**src/ldf_pkg.sv**
```systemverilog
// shared types and constants for the length prefix deframer
// no dependencies; compile first

package ldf_pkg;

  localparam int unsigned ByteW    = 8;
  localparam int unsigned LenW     = 32;
  localparam int unsigned PrefixW  = 3;
  localparam int unsigned CfgIdxW  = 2;
  localparam int unsigned CfgDataW = 32;

  localparam logic [PrefixW-1:0] PrefixMin   = PrefixW'(1);
  localparam logic [PrefixW-1:0] PrefixMax   = PrefixW'(4);
  localparam logic [PrefixW-1:0] PrefixReset = PrefixW'(2);
  localparam logic [LenW-1:0]    MaxLenReset = LenW'(65536);

  typedef enum logic [2:0] {
    KIND_PREFIX  = 3'd0,
    KIND_PAYLOAD = 3'd1,
    KIND_EMPTY   = 3'd2,
    KIND_SMALL   = 3'd3,
    KIND_BIG     = 3'd4
  } kind_e;

  typedef enum logic [1:0] {
    ERR_NONE  = 2'd0,
    ERR_SMALL = 2'd1,
    ERR_BIG   = 2'd2
  } err_e;

  typedef enum logic [CfgIdxW-1:0] {
    CFG_PREFIX_BYTES      = 2'd0,
    CFG_MAX_MESSAGE_BYTES = 2'd1
  } cfg_idx_e;

  typedef struct packed {
    logic [PrefixW-1:0] prefix_len;
    logic [LenW-1:0]    max_len;
  } cfg_t;

  typedef struct packed {
    logic             valid;
    logic [ByteW-1:0] data_byte;
  } item_t;

  typedef struct packed {
    logic [ByteW-1:0] payload_byte;
    kind_e            kind;
    logic             last;
    logic [LenW-1:0]  message_length;
  } result_t;

  typedef struct packed {
    err_e err;
  } status_t;

endpackage

```
**src/ldf_if.sv**
```systemverilog
// byte input and result output channel interfaces
// depends on ldf_pkg

interface ldf_in_if import ldf_pkg::*; ();
  logic             valid;
  logic             ready;
  logic [ByteW-1:0] data_byte;

  modport source (output valid, output data_byte, input ready);
  modport sink   (input valid, input data_byte, output ready);
endinterface

interface ldf_out_if import ldf_pkg::*; ();
  logic             valid;
  logic             ready;
  logic [ByteW-1:0] payload_byte;
  kind_e            kind;
  logic             last;
  logic [LenW-1:0]  message_length;

  modport source (output valid, output payload_byte, output kind, output last,
                  output message_length, input ready);
  modport sink   (input valid, input payload_byte, input kind, input last,
                  input message_length, output ready);
endinterface

```
**src/ldf_cfg_regs.sv**
```systemverilog
// configuration registers with prefix size clamping
// depends on ldf_pkg

module ldf_cfg_regs import ldf_pkg::*; (
  input  logic                clk_i,
  input  logic                rst_ni,
  input  logic                cfg_we_i,
  input  logic [CfgIdxW-1:0]  cfg_idx_i,
  input  logic [CfgDataW-1:0] cfg_data_i,
  output cfg_t                cfg_o
);

  logic [PrefixW-1:0] prefix_q, prefix_d;
  logic [LenW-1:0]    max_len_q, max_len_d;

  always_comb begin
    prefix_d  = prefix_q;
    max_len_d = max_len_q;
    if (cfg_we_i) begin
      case (cfg_idx_i)
        CFG_PREFIX_BYTES:      prefix_d  = cfg_data_i[PrefixW-1:0];
        CFG_MAX_MESSAGE_BYTES: max_len_d = cfg_data_i[LenW-1:0];
        default: ;
      endcase
    end
  end

  always_ff @(posedge clk_i or negedge rst_ni) begin
    if (!rst_ni) begin
      prefix_q  <= PrefixReset;
      max_len_q <= MaxLenReset;
    end else begin
      prefix_q  <= prefix_d;
      max_len_q <= max_len_d;
    end
  end

  always_comb begin
    if (prefix_q < PrefixMin) begin
      cfg_o.prefix_len = PrefixMin;
    end else if (prefix_q > PrefixMax) begin
      cfg_o.prefix_len = PrefixMax;
    end else begin
      cfg_o.prefix_len = prefix_q;
    end
    cfg_o.max_len = max_len_q;
  end

endmodule

```
**src/ldf_in_stage.sv**
```systemverilog
// input register for received bytes
// depends on ldf_pkg and ldf_in_if

module ldf_in_stage import ldf_pkg::*; (
  input  logic  clk_i,
  input  logic  rst_ni,
  ldf_in_if.sink in_i,
  output item_t item_o,
  input  logic  item_ready_i
);

  logic             valid_q, valid_d;
  logic [ByteW-1:0] byte_q, byte_d;
  logic             load;

  assign in_i.ready = !valid_q || item_ready_i;
  assign load       = in_i.valid && in_i.ready;

  always_comb begin
    valid_d = valid_q;
    byte_d  = byte_q;
    if (load) begin
      valid_d = 1'b1;
      byte_d  = in_i.data_byte;
    end else if (item_ready_i) begin
      valid_d = 1'b0;
    end
  end

  always_ff @(posedge clk_i or negedge rst_ni) begin
    if (!rst_ni) begin
      valid_q <= 1'b0;
    end else begin
      valid_q <= valid_d;
    end
  end

  always_ff @(posedge clk_i) begin
    byte_q <= byte_d;
  end

  assign item_o.valid     = valid_q;
  assign item_o.data_byte = byte_q;

endmodule

```
**src/ldf_parser.sv**
```systemverilog
// message state, length assembly and checks, and result register
// depends on ldf_pkg and ldf_out_if

module ldf_parser import ldf_pkg::*; (
  input  logic       clk_i,
  input  logic       rst_ni,
  input  cfg_t       cfg_i,
  input  item_t      item_i,
  output logic       item_ready_o,
  ldf_out_if.source  out_o,
  output status_t    status_o
);

  logic [LenW-1:0] seen_q, seen_d;
  logic [LenW-1:0] accum_q, accum_d;
  err_e            err_q, err_d;
  logic            out_valid_q, out_valid_d;
  result_t         res_q, res_d;

  logic            step;
  logic [LenW-1:0] p32;
  logic [LenW-1:0] accum_new;
  logic [LenW-1:0] seen_inc;
  logic [LenW-1:0] seen_sat;
  logic [LenW-1:0] pay_len;

  assign item_ready_o = !out_valid_q || out_o.ready;
  assign step         = item_i.valid && item_ready_o;

  assign p32       = LenW'(cfg_i.prefix_len);
  assign accum_new = accum_q | (LenW'(item_i.data_byte) << {seen_q[1:0], 3'b000});
  assign seen_inc  = seen_q + LenW'(1);
  assign seen_sat  = (seen_q == '1) ? seen_q : seen_inc;
  assign pay_len   = (accum_q >= p32) ? (accum_q - p32) : '0;

  always_comb begin
    seen_d      = seen_q;
    accum_d     = accum_q;
    err_d       = err_q;
    out_valid_d = out_valid_q;
    res_d       = res_q;
    if (out_o.ready) begin
      out_valid_d = 1'b0;
    end
    if (step) begin
      out_valid_d          = 1'b1;
      res_d.payload_byte   = '0;
      res_d.last           = 1'b0;
      res_d.message_length = '0;
      res_d.kind           = KIND_PREFIX;
      if (err_q == ERR_SMALL) begin
        res_d.kind = KIND_SMALL;
      end else if (err_q != ERR_NONE) begin
        res_d.kind = KIND_BIG;
      end else if (seen_q < p32) begin
        accum_d = accum_new;
        seen_d  = seen_inc;
        if (seen_inc >= p32) begin
          if (accum_new < p32) begin
            err_d      = ERR_SMALL;
            res_d.kind = KIND_SMALL;
          end else if (accum_new > cfg_i.max_len) begin
            err_d      = ERR_BIG;
            res_d.kind = KIND_BIG;
          end else if (accum_new == p32) begin
            seen_d     = '0;
            accum_d    = '0;
            res_d.kind = KIND_EMPTY;
            res_d.last = 1'b1;
          end else begin
            res_d.message_length = accum_new - p32;
          end
        end
      end else begin
        seen_d               = seen_sat;
        res_d.kind           = KIND_PAYLOAD;
        res_d.payload_byte   = item_i.data_byte;
        res_d.message_length = pay_len;
        if (seen_sat >= accum_q) begin
          res_d.last = 1'b1;
          seen_d     = '0;
          accum_d    = '0;
        end
      end
    end
  end

  always_ff @(posedge clk_i or negedge rst_ni) begin
    if (!rst_ni) begin
      seen_q      <= '0;
      accum_q     <= '0;
      err_q       <= ERR_NONE;
      out_valid_q <= 1'b0;
    end else begin
      seen_q      <= seen_d;
      accum_q     <= accum_d;
      err_q       <= err_d;
      out_valid_q <= out_valid_d;
    end
  end

  always_ff @(posedge clk_i) begin
    res_q <= res_d;
  end

  assign out_o.valid          = out_valid_q;
  assign out_o.payload_byte   = res_q.payload_byte;
  assign out_o.kind           = res_q.kind;
  assign out_o.last           = res_q.last;
  assign out_o.message_length = res_q.message_length;

  assign status_o.err = err_q;

endmodule

```
**src/length_prefix_deframer_top.sv**
```systemverilog
// top level of the length prefix deframer
// depends on ldf_pkg, ldf_if, ldf_cfg_regs, ldf_in_stage and ldf_parser

// Splits a byte stream into messages with a little-endian length prefix of
// 1 to 4 bytes, the length counting the prefix. Each byte taken gives
// exactly one result, through an input register, then the length assembly
// and checks into the result register. A new byte is taken every cycle
// while the result side keeps up. Errors stick until reset.

module length_prefix_deframer_top import ldf_pkg::*; (
  input  logic                clk_i,
  input  logic                rst_ni,
  input  logic                cfg_we_i,
  input  logic [CfgIdxW-1:0]  cfg_idx_i,
  input  logic [CfgDataW-1:0] cfg_data_i,
  ldf_in_if.sink              in_i,
  ldf_out_if.source           out_o
);

  cfg_t    cfg;
  item_t   item;
  logic    item_ready;
  status_t status;

  ldf_cfg_regs u_cfg (
    .clk_i      (clk_i),
    .rst_ni     (rst_ni),
    .cfg_we_i   (cfg_we_i),
    .cfg_idx_i  (cfg_idx_i),
    .cfg_data_i (cfg_data_i),
    .cfg_o      (cfg)
  );

  ldf_in_stage u_in (
    .clk_i        (clk_i),
    .rst_ni       (rst_ni),
    .in_i         (in_i),
    .item_o       (item),
    .item_ready_i (item_ready)
  );

  ldf_parser u_parser (
    .clk_i        (clk_i),
    .rst_ni       (rst_ni),
    .cfg_i        (cfg),
    .item_i       (item),
    .item_ready_o (item_ready),
    .out_o        (out_o),
    .status_o     (status)
  );

`ifndef SYNTH
  a_err_sticky: assert property (@(posedge clk_i) disable iff (!rst_ni)
    status.err != ERR_NONE |=> status.err == $past(status.err))
    else $error("error code changed after being raised");

  a_err_result_clean: assert property (@(posedge clk_i) disable iff (!rst_ni)
    out_o.valid && (out_o.kind == KIND_SMALL || out_o.kind == KIND_BIG)
      |-> !out_o.last && out_o.message_length == '0 && out_o.payload_byte == '0)
    else $error("error result carries data");

  a_last_kind: assert property (@(posedge clk_i) disable iff (!rst_ni)
    out_o.valid && out_o.last |-> out_o.kind == KIND_PAYLOAD || out_o.kind == KIND_EMPTY)
    else $error("message end on a non-completing result");

  a_err_no_message: assert property (@(posedge clk_i) disable iff (!rst_ni)
    status.err == ERR_NONE ##1 status.err != ERR_NONE
      |-> out_o.valid && (out_o.kind == KIND_SMALL || out_o.kind == KIND_BIG))
    else $error("error raised without an error result");
`endif

endmodule
```
**src/flat_wrapper.sv**
```systemverilog
// flat-port wrapper written by rule: the top's interface ports become plain ports
module length_prefix_deframer_top_flat import ldf_pkg::*;
  (clk_i, rst_ni, cfg_we_i, cfg_idx_i, cfg_data_i, in_i_valid, in_i_data_byte, in_i_ready, out_o_valid, out_o_payload_byte, out_o_kind, out_o_last, out_o_message_length, out_o_ready);
  ldf_in_if in_i_i ();
  ldf_out_if out_o_i ();
  input  logic clk_i;
  input  logic rst_ni;
  input  logic cfg_we_i;
  input  logic [CfgIdxW-1:0] cfg_idx_i;
  input  logic [CfgDataW-1:0] cfg_data_i;
  input wire logic [$bits(in_i_i.valid)-1:0] in_i_valid;
  input wire logic [$bits(in_i_i.data_byte)-1:0] in_i_data_byte;
  output wire logic [$bits(in_i_i.ready)-1:0] in_i_ready;
  output wire logic [$bits(out_o_i.valid)-1:0] out_o_valid;
  output wire logic [$bits(out_o_i.payload_byte)-1:0] out_o_payload_byte;
  output wire logic [$bits(out_o_i.kind)-1:0] out_o_kind;
  output wire logic [$bits(out_o_i.last)-1:0] out_o_last;
  output wire logic [$bits(out_o_i.message_length)-1:0] out_o_message_length;
  input wire logic [$bits(out_o_i.ready)-1:0] out_o_ready;
  assign in_i_i.valid = in_i_valid;
  assign in_i_i.data_byte = in_i_data_byte;
  assign in_i_ready = in_i_i.ready;
  assign out_o_valid = out_o_i.valid;
  assign out_o_payload_byte = out_o_i.payload_byte;
  assign out_o_kind = out_o_i.kind;
  assign out_o_last = out_o_i.last;
  assign out_o_message_length = out_o_i.message_length;
  assign out_o_i.ready = out_o_ready;
  length_prefix_deframer_top u_core (.clk_i(clk_i), .rst_ni(rst_ni), .cfg_we_i(cfg_we_i), .cfg_idx_i(cfg_idx_i), .cfg_data_i(cfg_data_i), .in_i(in_i_i), .out_o(out_o_i));
endmodule
```
**config.mk**
```make
export PLATFORM = sky130hd
export DESIGN_NAME = length_prefix_deframer_top_flat
export DESIGN_NICKNAME = d
export VERILOG_FILES = /design/src/ldf_pkg.sv /design/src/ldf_if.sv /design/src/ldf_cfg_regs.sv /design/src/ldf_in_stage.sv /design/src/ldf_parser.sv /design/src/length_prefix_deframer_top.sv /design/src/flat_wrapper.sv
export SDC_FILE = /design/constraint.sdc
export NUM_CORES = 1
export LEC_CHECK = 0
export BUFFER_PORTS_ARGS = -buffer_cell sky130_fd_sc_hd__clkbuf_2
export CORE_MARGIN = 2
export CORE_UTILIZATION = 55
export CTS_CLUSTER_SIZE = 28
export DETAILED_ROUTE_END_ITERATION = 16
export PLACE_DENSITY = 0.88
export RECOVER_POWER = 25
export SYNTH_ARGS = -nofsm -noshare
export SYNTH_HDL_FRONTEND = slang
export SYNTH_HIERARCHICAL = 1
export SYNTH_SLANG_ARGS = --single-unit
```
**constraint.sdc**
```tcl
create_clock -name clk_i -period 4.7 [get_ports clk_i]
set_input_delay 0.94 -clock clk_i [delete_from_list [all_inputs] [get_ports clk_i]]
set_output_delay 0.94 -clock clk_i [all_outputs]
set_load 0.02 [all_outputs]
```
==> results by group, run 1 <==
Timing
  – Relative slew slack: -60.7%
  – Hold Worst Slack: 0.492 ns
  – Final Slew Violations: 73
  – Worst-Margin Slew: 2.41 ns
  – Clock period minus worst slack: 4.62 ns
  – Maximum clock rate: 217 MHz
  – Final period util: 98.2%
  – Setup violators final: 0
  – Clock skew: 0.0111 ns
  – Final hold violation count: 0

Clocking
  – CTS Buf Count: 17
  – Clock root cell: clkbuf_16
  – H-tree Lvls: 4
  – Worst skew pair latency: 0.43 ns
  – Longest Clk Path Bufs: 2
  – CTS Sinks: 155
  – TritonCTS clock tree: built
  – Reg clk slew, reported paths: 0.07 ns

Global route
  – Initial antenna violation count: 0
  – Vias in the first global route: 9884
  – Grt total ovfl: 0
  – All-Layer GR Usage: 30.7%
  – Largest net degree at the start of global routing: 45
  – Global-route wire length before repair: 52100 microns

Synthesis
  – Prevailing post-synth register cell: dfrtp_1
  – Syn nets: 1358
  – Top post-synthesis cells by area: dfrtp_1 (22%), edfxtp_1 (14%), ha_1 (8.6%), xnor2_1 (5.1%), nand2_1 (5.0%)
  – Syn avg cell area: 9.13 sq um
  – Sequential fraction of the synthesis area: 36.8%
  – Ys Warns: 6
  – Gate Count Post-Synth: 1232
  – Flops & latches, synth: 155
  – Post-synth EDFFs: 52
  – Post-synth cell types: 79
  – Largest area contributor in the netlist: dfrtp_1
  – Ys async rst share: 66.5%
  – Synth top area share: 22.5%
  – Cell Area, Synth: 11200 sq um

Layout
  – Area Overhead vs Synth: 13.3%
  – Final Util: 63.2%
  – Inserted Diodes: 0
  – Nets: 1447
  – Layout cells sized above 1: 17.8%

Route
  – Antenna viol nets, final: 0
  – Via count of the routed design: 10100
  – Final wirelength: 33000 microns
  – Drc violations: 0
  – WL met1: 12900 microns
  – Drt first pass iters: 6
  – Top Metal Used: met4
  – Vias per cell: 6.33
  – First DRT Iteration DRCs: 1421
  – Metal2 WL: 14800 microns
  – Wire length on met3: 3790 microns
  – Routed WL per cell: 20.6 microns

Status
  – Failing checks: capacitance limit, slew limit
  – Status: finished with violations

Floorplanning
  – Die width: 147 microns
  – Core ar.: 20200 sq um
  – Die area: 21600 sq um
  – Starting Density: 55.8%
  – IO Pins: 93
  – Row cnt: 52
  – Die H: 147 microns

Critical path
  – Setup crit start kind: flop
  – Worst path required time: 4.98 ns
  – Critical path class: reg2reg
  – Worst Setup End Kind: flop
  – Critical path peak fanout: 22
  – R2R Setup Slk: 0.08 ns
  – Data arrival, critical path: 4.89 ns

Placement
  – Detailed placer's ending HPWL: 24000 microns
  – GPL Wtd Cong: 1.04
  – Port bufs: 92

Pwr
  – Lkg Pwr: 0.00580 uW
  – Final Power: 3450 uW
  – Peak VDD IR: 0.220 mV
  – PD cells: 271 nW/um^2

Flow run
  – Max-cap viol count: 2

Min path
  – Hold crit path type: reg2reg
-- worst max-delay path, stage by stage, from the launching register on --
cell and delay (ns):
dfrtp_1 0.36, buf_4 0.30, nor2_2 0.16, a21oi_1 0.38, ha_1 0.26, inv_1 0.07
fa_1 0.41, a21o_1 0.23, or4_1 0.74, nor2_1 0.48, and3_1 0.36, nand3_1 0.12
or3_1 0.30, and3_1 0.15, o22ai_1 0.12
-- routing by layer --
| metal | up-vias | track usage [%] |
|---|---|---|
| met5 | - | 0 |
| met2 | 697 | 48.7 |
| met4 | 0 | 13.8 |
| met3 | 154 | 7.39 |
| li1 | 4558 | - |
| met1 | 4738 | 40.3 |
-- layout make-up --
class	instances	area, sq um
clock buffer	23	500
clock inverter	9	72.6
fill	1619	7420
inverter	106	398
multi-input combinational	895	6370
sequential	155	4140
tap	270	338
timing repair buffer	146	926
-- report_power, final --
part,total [uW],internal (uW),switching (uW)
Clock,1360,764,599
Sequential,1540,1490,51.3
Combinational,554,227,327
Total,3450,2480,977
-- per-stage QoR --
step / TNS [ns] / setup WS (ns) / instances / instance area (sq um)
4_1_cts: 0 / 0.0137 / 1601 / 12700
3_5_place_dp: 0 / 0.0258 / 1569 / 12100
2_1_floorplan: 0 / 0.0304 / 1232 / 11300
5_1_grt: -0.0264 / -0.0182 / 1604 / 12800
6_report: 0 / 0.0845 / 1604 / 12800
3_3_place_gp: 0 / 0.120 / 1569 / 12100
-- Yosys cell counts (all sizes together) (28+ instances only) --
| cell type | number |
|---|---|
| o21ai | 56 |
| nand3 | 33 |
| o22ai | 37 |
| a21oi | 60 |
| clkbuf | 46 |
| nand2 | 149 |
| inv | 106 |
| nand4 | 28 |
| mux2 | 36 |
| buf | 30 |
| ha | 77 |
| nor2 | 73 |
| nor3 | 29 |
| o31ai | 33 |
| edfxtp | 52 |
| dfrtp | 101 |
| xnor2 | 66 |
-- cells in the final DEF, fill, tap and decap left out, drive strengths merged, types with 4 or more instances in the layout --
cell type  count
a211oi         5
a21o          10
a21oi         60
a31oi         10
and2           9
and3          22
and4           7
buf           53
clkbuf       116
dfrtp        101
edfxtp        52
ha            77
inv          112
mux2          36
mux2i          5
nand2        149
nand2b        18
nand3         33
nand4         28
nor2          73
nor2b         10
nor3          29
nor3b          7
nor4          21
o211ai         7
o21ai         56
o22ai         37
o31ai         33
or2           10
or3           14
or4            4
xnor2         66
xor2          14
-- final timing paths --
path                                                        from                                                endpoint  cells after the start
max                        u_core/u_parser/seen_q[1]$_DFFE_PN0P_  u_core/u_parser/out_o.message_length[26]$_SDFFCE_PP0P_                     14
min                        u_core/u_cfg/max_len_q[1]$_DFFE_PN0P_                   u_core/u_cfg/max_len_q[1]$_DFFE_PN0P_                      1
max reg2reg                u_core/u_parser/seen_q[1]$_DFFE_PN0P_  u_core/u_parser/out_o.message_length[26]$_SDFFCE_PP0P_                     14
min reg2reg                u_core/u_cfg/max_len_q[1]$_DFFE_PN0P_                   u_core/u_cfg/max_len_q[1]$_DFFE_PN0P_                      1
max in group asynchronous                                 rst_ni                   u_core/u_parser/seen_q[3]$_DFFE_PN0P_                      2
min in group asynchronous                                 rst_ni                  u_core/u_cfg/max_len_q[26]$_DFFE_PN0P_                      1
-- repair_timing --
item | 4_1_cts | 5_1_grt
hold buffers | 0 | 0
buffers inserted | 0 | 3
resized for setup | 0 | 10
setup endpoints to repair | 0 | 48
-- sequential cells by signal, summed over array words and instances, names as in the netlist --
register,cells
u_core/u_parser/out_o.message_length,32
u_core/u_parser/seen_q,32
u_core/u_in/valid_q,1
u_core/u_cfg/max_len_q,32
u_core/u_parser/accum_q,32
u_core/u_parser/out_o.last,1
u_core/u_cfg/prefix_q,3
u_core/u_parser/status_o,2
u_core/u_in/byte_q,8
u_core/u_parser/out_o.valid,1
u_core/u_parser/out_o.payload_byte,8
u_core/u_parser/out_o.kind,3
-- cells by family (layout without fill, tap and decap cells) --
group	after synthesis	count (layout)	synth area share [%]
compound gates	246	246	16.5
xor+xnor	80	80	6.23
fa+ha+maj	79	79	8.92
buf+inv	182	284	6.81
flops	155	155	36.8
mux	41	41	4.05
simple gates	449	449	20.6
(Power assumes the default switching activity.)
==> run 2: changes to the inputs <==
- CELL_PAD_IN_SITES_DETAIL_PLACEMENT: not set -> 0
- CELL_PAD_IN_SITES_GLOBAL_PLACEMENT: not set -> 1
- CORE_UTILIZATION: 55 -> 43
- PLACE_DENSITY: 0.88 -> 0.89
- RECOVER_POWER: 25 -> not set
==> results by group, run 2 (same netlist as run 1, synthesis figures left out) <==
Clocking
  – H-tree Lvls: 4
  – CTS Buf Count: 17
  – Reg clk slew, reported paths: 0.06 ns
  – CTS Sinks: 155
  – Longest Clk Path Bufs: 2
  – Clock root cell: clkbuf_16
  – Worst skew pair latency: 0.43 ns
  – TritonCTS clock tree: built

Critical path
  – Critical path class: reg2reg
  – Data arrival, critical path: 4.68 ns
  – Worst Setup End Kind: flop
  – Critical path peak fanout: 20
  – Worst path required time: 4.88 ns
  – Setup crit start kind: flop

Floorplanning
  – Row cnt: 59
  – Die H: 166 microns
  – Die area: 27500 sq um
  – Starting Density: 43.5%
  – IO Pins: 93
  – Die width: 166 microns
  – Core ar.: 25800 sq um

Timing
  – Clock skew: 0.0106 ns
  – Relative slew slack: 29.4%
  – Final hold violation count: 0
  – Setup total negative slack: 0 ns
  – Maximum clock rate: 222 MHz
  – Final period util: 95.8%
  – Worst-Margin Slew: 1.06 ns
  – RSZ-0062 raised after global routing: no
  – Final Slew Violations: 0
  – Clock period minus worst slack: 4.50 ns
  – Setup violators final: 0

Placement
  – Detailed placer's ending HPWL: 24900 microns
  – Port bufs: 92
  – GPL Wtd Cong: 0.959

Route
  – Drc violations: 0
  – Vias per cell: 5.81
  – Antenna viol nets, final: 0
  – Final wirelength: 32800 microns
  – Drt first pass iters: 6
  – Via count of the routed design: 9770
  – Routed WL per cell: 19.5 microns
  – First DRT Iteration DRCs: 1107

Layout
  – Commonest non-fill, non-tap cell in the layout: nand2_1
  – Area Overhead vs Synth: 14.9%
  – Nets: 1458
  – Layout cells sized above 1: 18.7%
  – Final Util: 50.0%
  – Commonest non-fill, non-tap cells in the layout: nand2_1 (147), inv_1 (106), dfrtp_1 (101), clkbuf_2 (91), ha_1 (77)

Global route
  – All-Layer GR Usage: 23.8%
  – Grt total ovfl: 0
  – Vias in the first global route: 9493
  – Initial antenna violation count: 0
  – Global-route wire length before repair: 52000 microns
  – Largest net degree at the start of global routing: 45

Pwr
  – Lkg Pwr: 0.00587 uW
  – PD cells: 267 nW/um^2
  – Peak VDD IR: 0.175 mV

Flow run
  – Max-cap viol count: 0

Status
  – Status: completed

Min path
  – Hold crit path type: in2async
[run 2: cell count changes in the layout (fill, tap and decap cells not counted), sizes merged]
cell | before | now
buf | 53 | 66
bufinv | 0 | 1
clkbuf | 116 | 114
clkinv | 2 | 4
diode | 0 | 1
inv | 112 | 109
[run 2: timing repair]
| action | in CTS | in global routing |
|---|---|---|
| setup buffers | 0 | 3 |
| hold buffers | 0 | 0 |
| endpoints found under the setup margin | 0 | 72 |
| gates resized for setup | 0 | 6 |
[run 2: through the flow]
step / area (sq um) / std cells / hold slack (ns) / total power [uW] / setup slack (ns)
2_1_floorplan: 11300 / 1232 / 0.464 / 1920 / 0.0304
3_3_place_gp: 12300 / 1645 / 0.476 / 2100 / 0.0885
3_5_place_dp: 12300 / 1645 / 0.482 / 2120 / 0.0803
4_1_cts: 12900 / 1677 / 0.496 / 3470 / 0.0498
5_1_grt: 12900 / 1680 / 0.516 / 3590 / 0.00250
6_report: 12900 / 1681 / 0.490 / 3460 / 0.200
[run 2: final cells by class]
| class | instances | area [sq um] |
|---|---|---|
| clock buffer | 23 | 479 |
| sequential | 155 | 4140 |
| antenna | 1 | 2.50 |
| inverter | 106 | 398 |
| timing repair buffer | 157 | 1030 |
| clock inverter | 9 | 85.1 |
| multi-input combinational | 895 | 6370 |
| fill | 2427 | 12900 |
| tap | 335 | 419 |
[run 2: where the power goes]
part | leakage [uW] | internal [uW] | switching, uW
registers | 0.00185 | 1490 | 54.7
clock network | 0.000277 | 777 | 582
logic | 0.00374 | 232 | 323
[run 2: per-layer routing]
| layer | routed length (microns) | share of wire (%) | vias to the layer above | track usage [%] |
|---|---|---|---|---|
| met5 | 0 | 0 | - | 0 |
| met4 | 893 | 2.7 | 0 | 9.00 |
| met3 | 2530 | 7.7 | 71 | 4.43 |
| met2 | 14800 | 45 | 444 | 36.9 |
| met1 | 14600 | 45 | 4680 | 33.4 |
| li1 | - | - | 4575 | - |
[run 2: final timing paths]
kind / startpoint / to / slack (ns) / depth (start not counted)
max: u_core/u_parser/seen_q[1]$_DFFE_PN0P_ / u_core/u_parser/out_o.last$_SDFFCE_PP0P_ / 0.20 / 15
min: rst_ni / u_core/u_cfg/max_len_q[31]$_DFFE_PN0P_ / 0.49 / 1
max reg2reg: u_core/u_parser/seen_q[1]$_DFFE_PN0P_ / u_core/u_parser/out_o.last$_SDFFCE_PP0P_ / 0.20 / 15
min reg2reg: u_core/u_cfg/max_len_q[28]$_DFFE_PN0P_ / u_core/u_cfg/max_len_q[28]$_DFFE_PN0P_ / 0.49 / 1
max in group asynchronous: rst_ni / u_core/u_parser/status_o[1]$_DFFE_PN0P_ / 3.26 / 2
min in group clk_i: u_core/u_cfg/max_len_q[28]$_DFFE_PN0P_ / u_core/u_cfg/max_len_q[28]$_DFFE_PN0P_ / 0.49 / 1
[run 2: worst max-delay path, stage by stage (launching register included)]
cell      delay [ns]
dfrtp_1         0.42
buf_4           0.21
buf_4           0.14
nor2_2          0.09
a21oi_1         0.37
ha_1            0.24
inv_1           0.05
fa_1            0.39
a21o_1          0.25
or4_1           0.67
nand4b_1        0.44
nand2_1         0.16
a21oi_1         0.06
or2_2           0.33
buf_12          0.20
and3_1          0.21
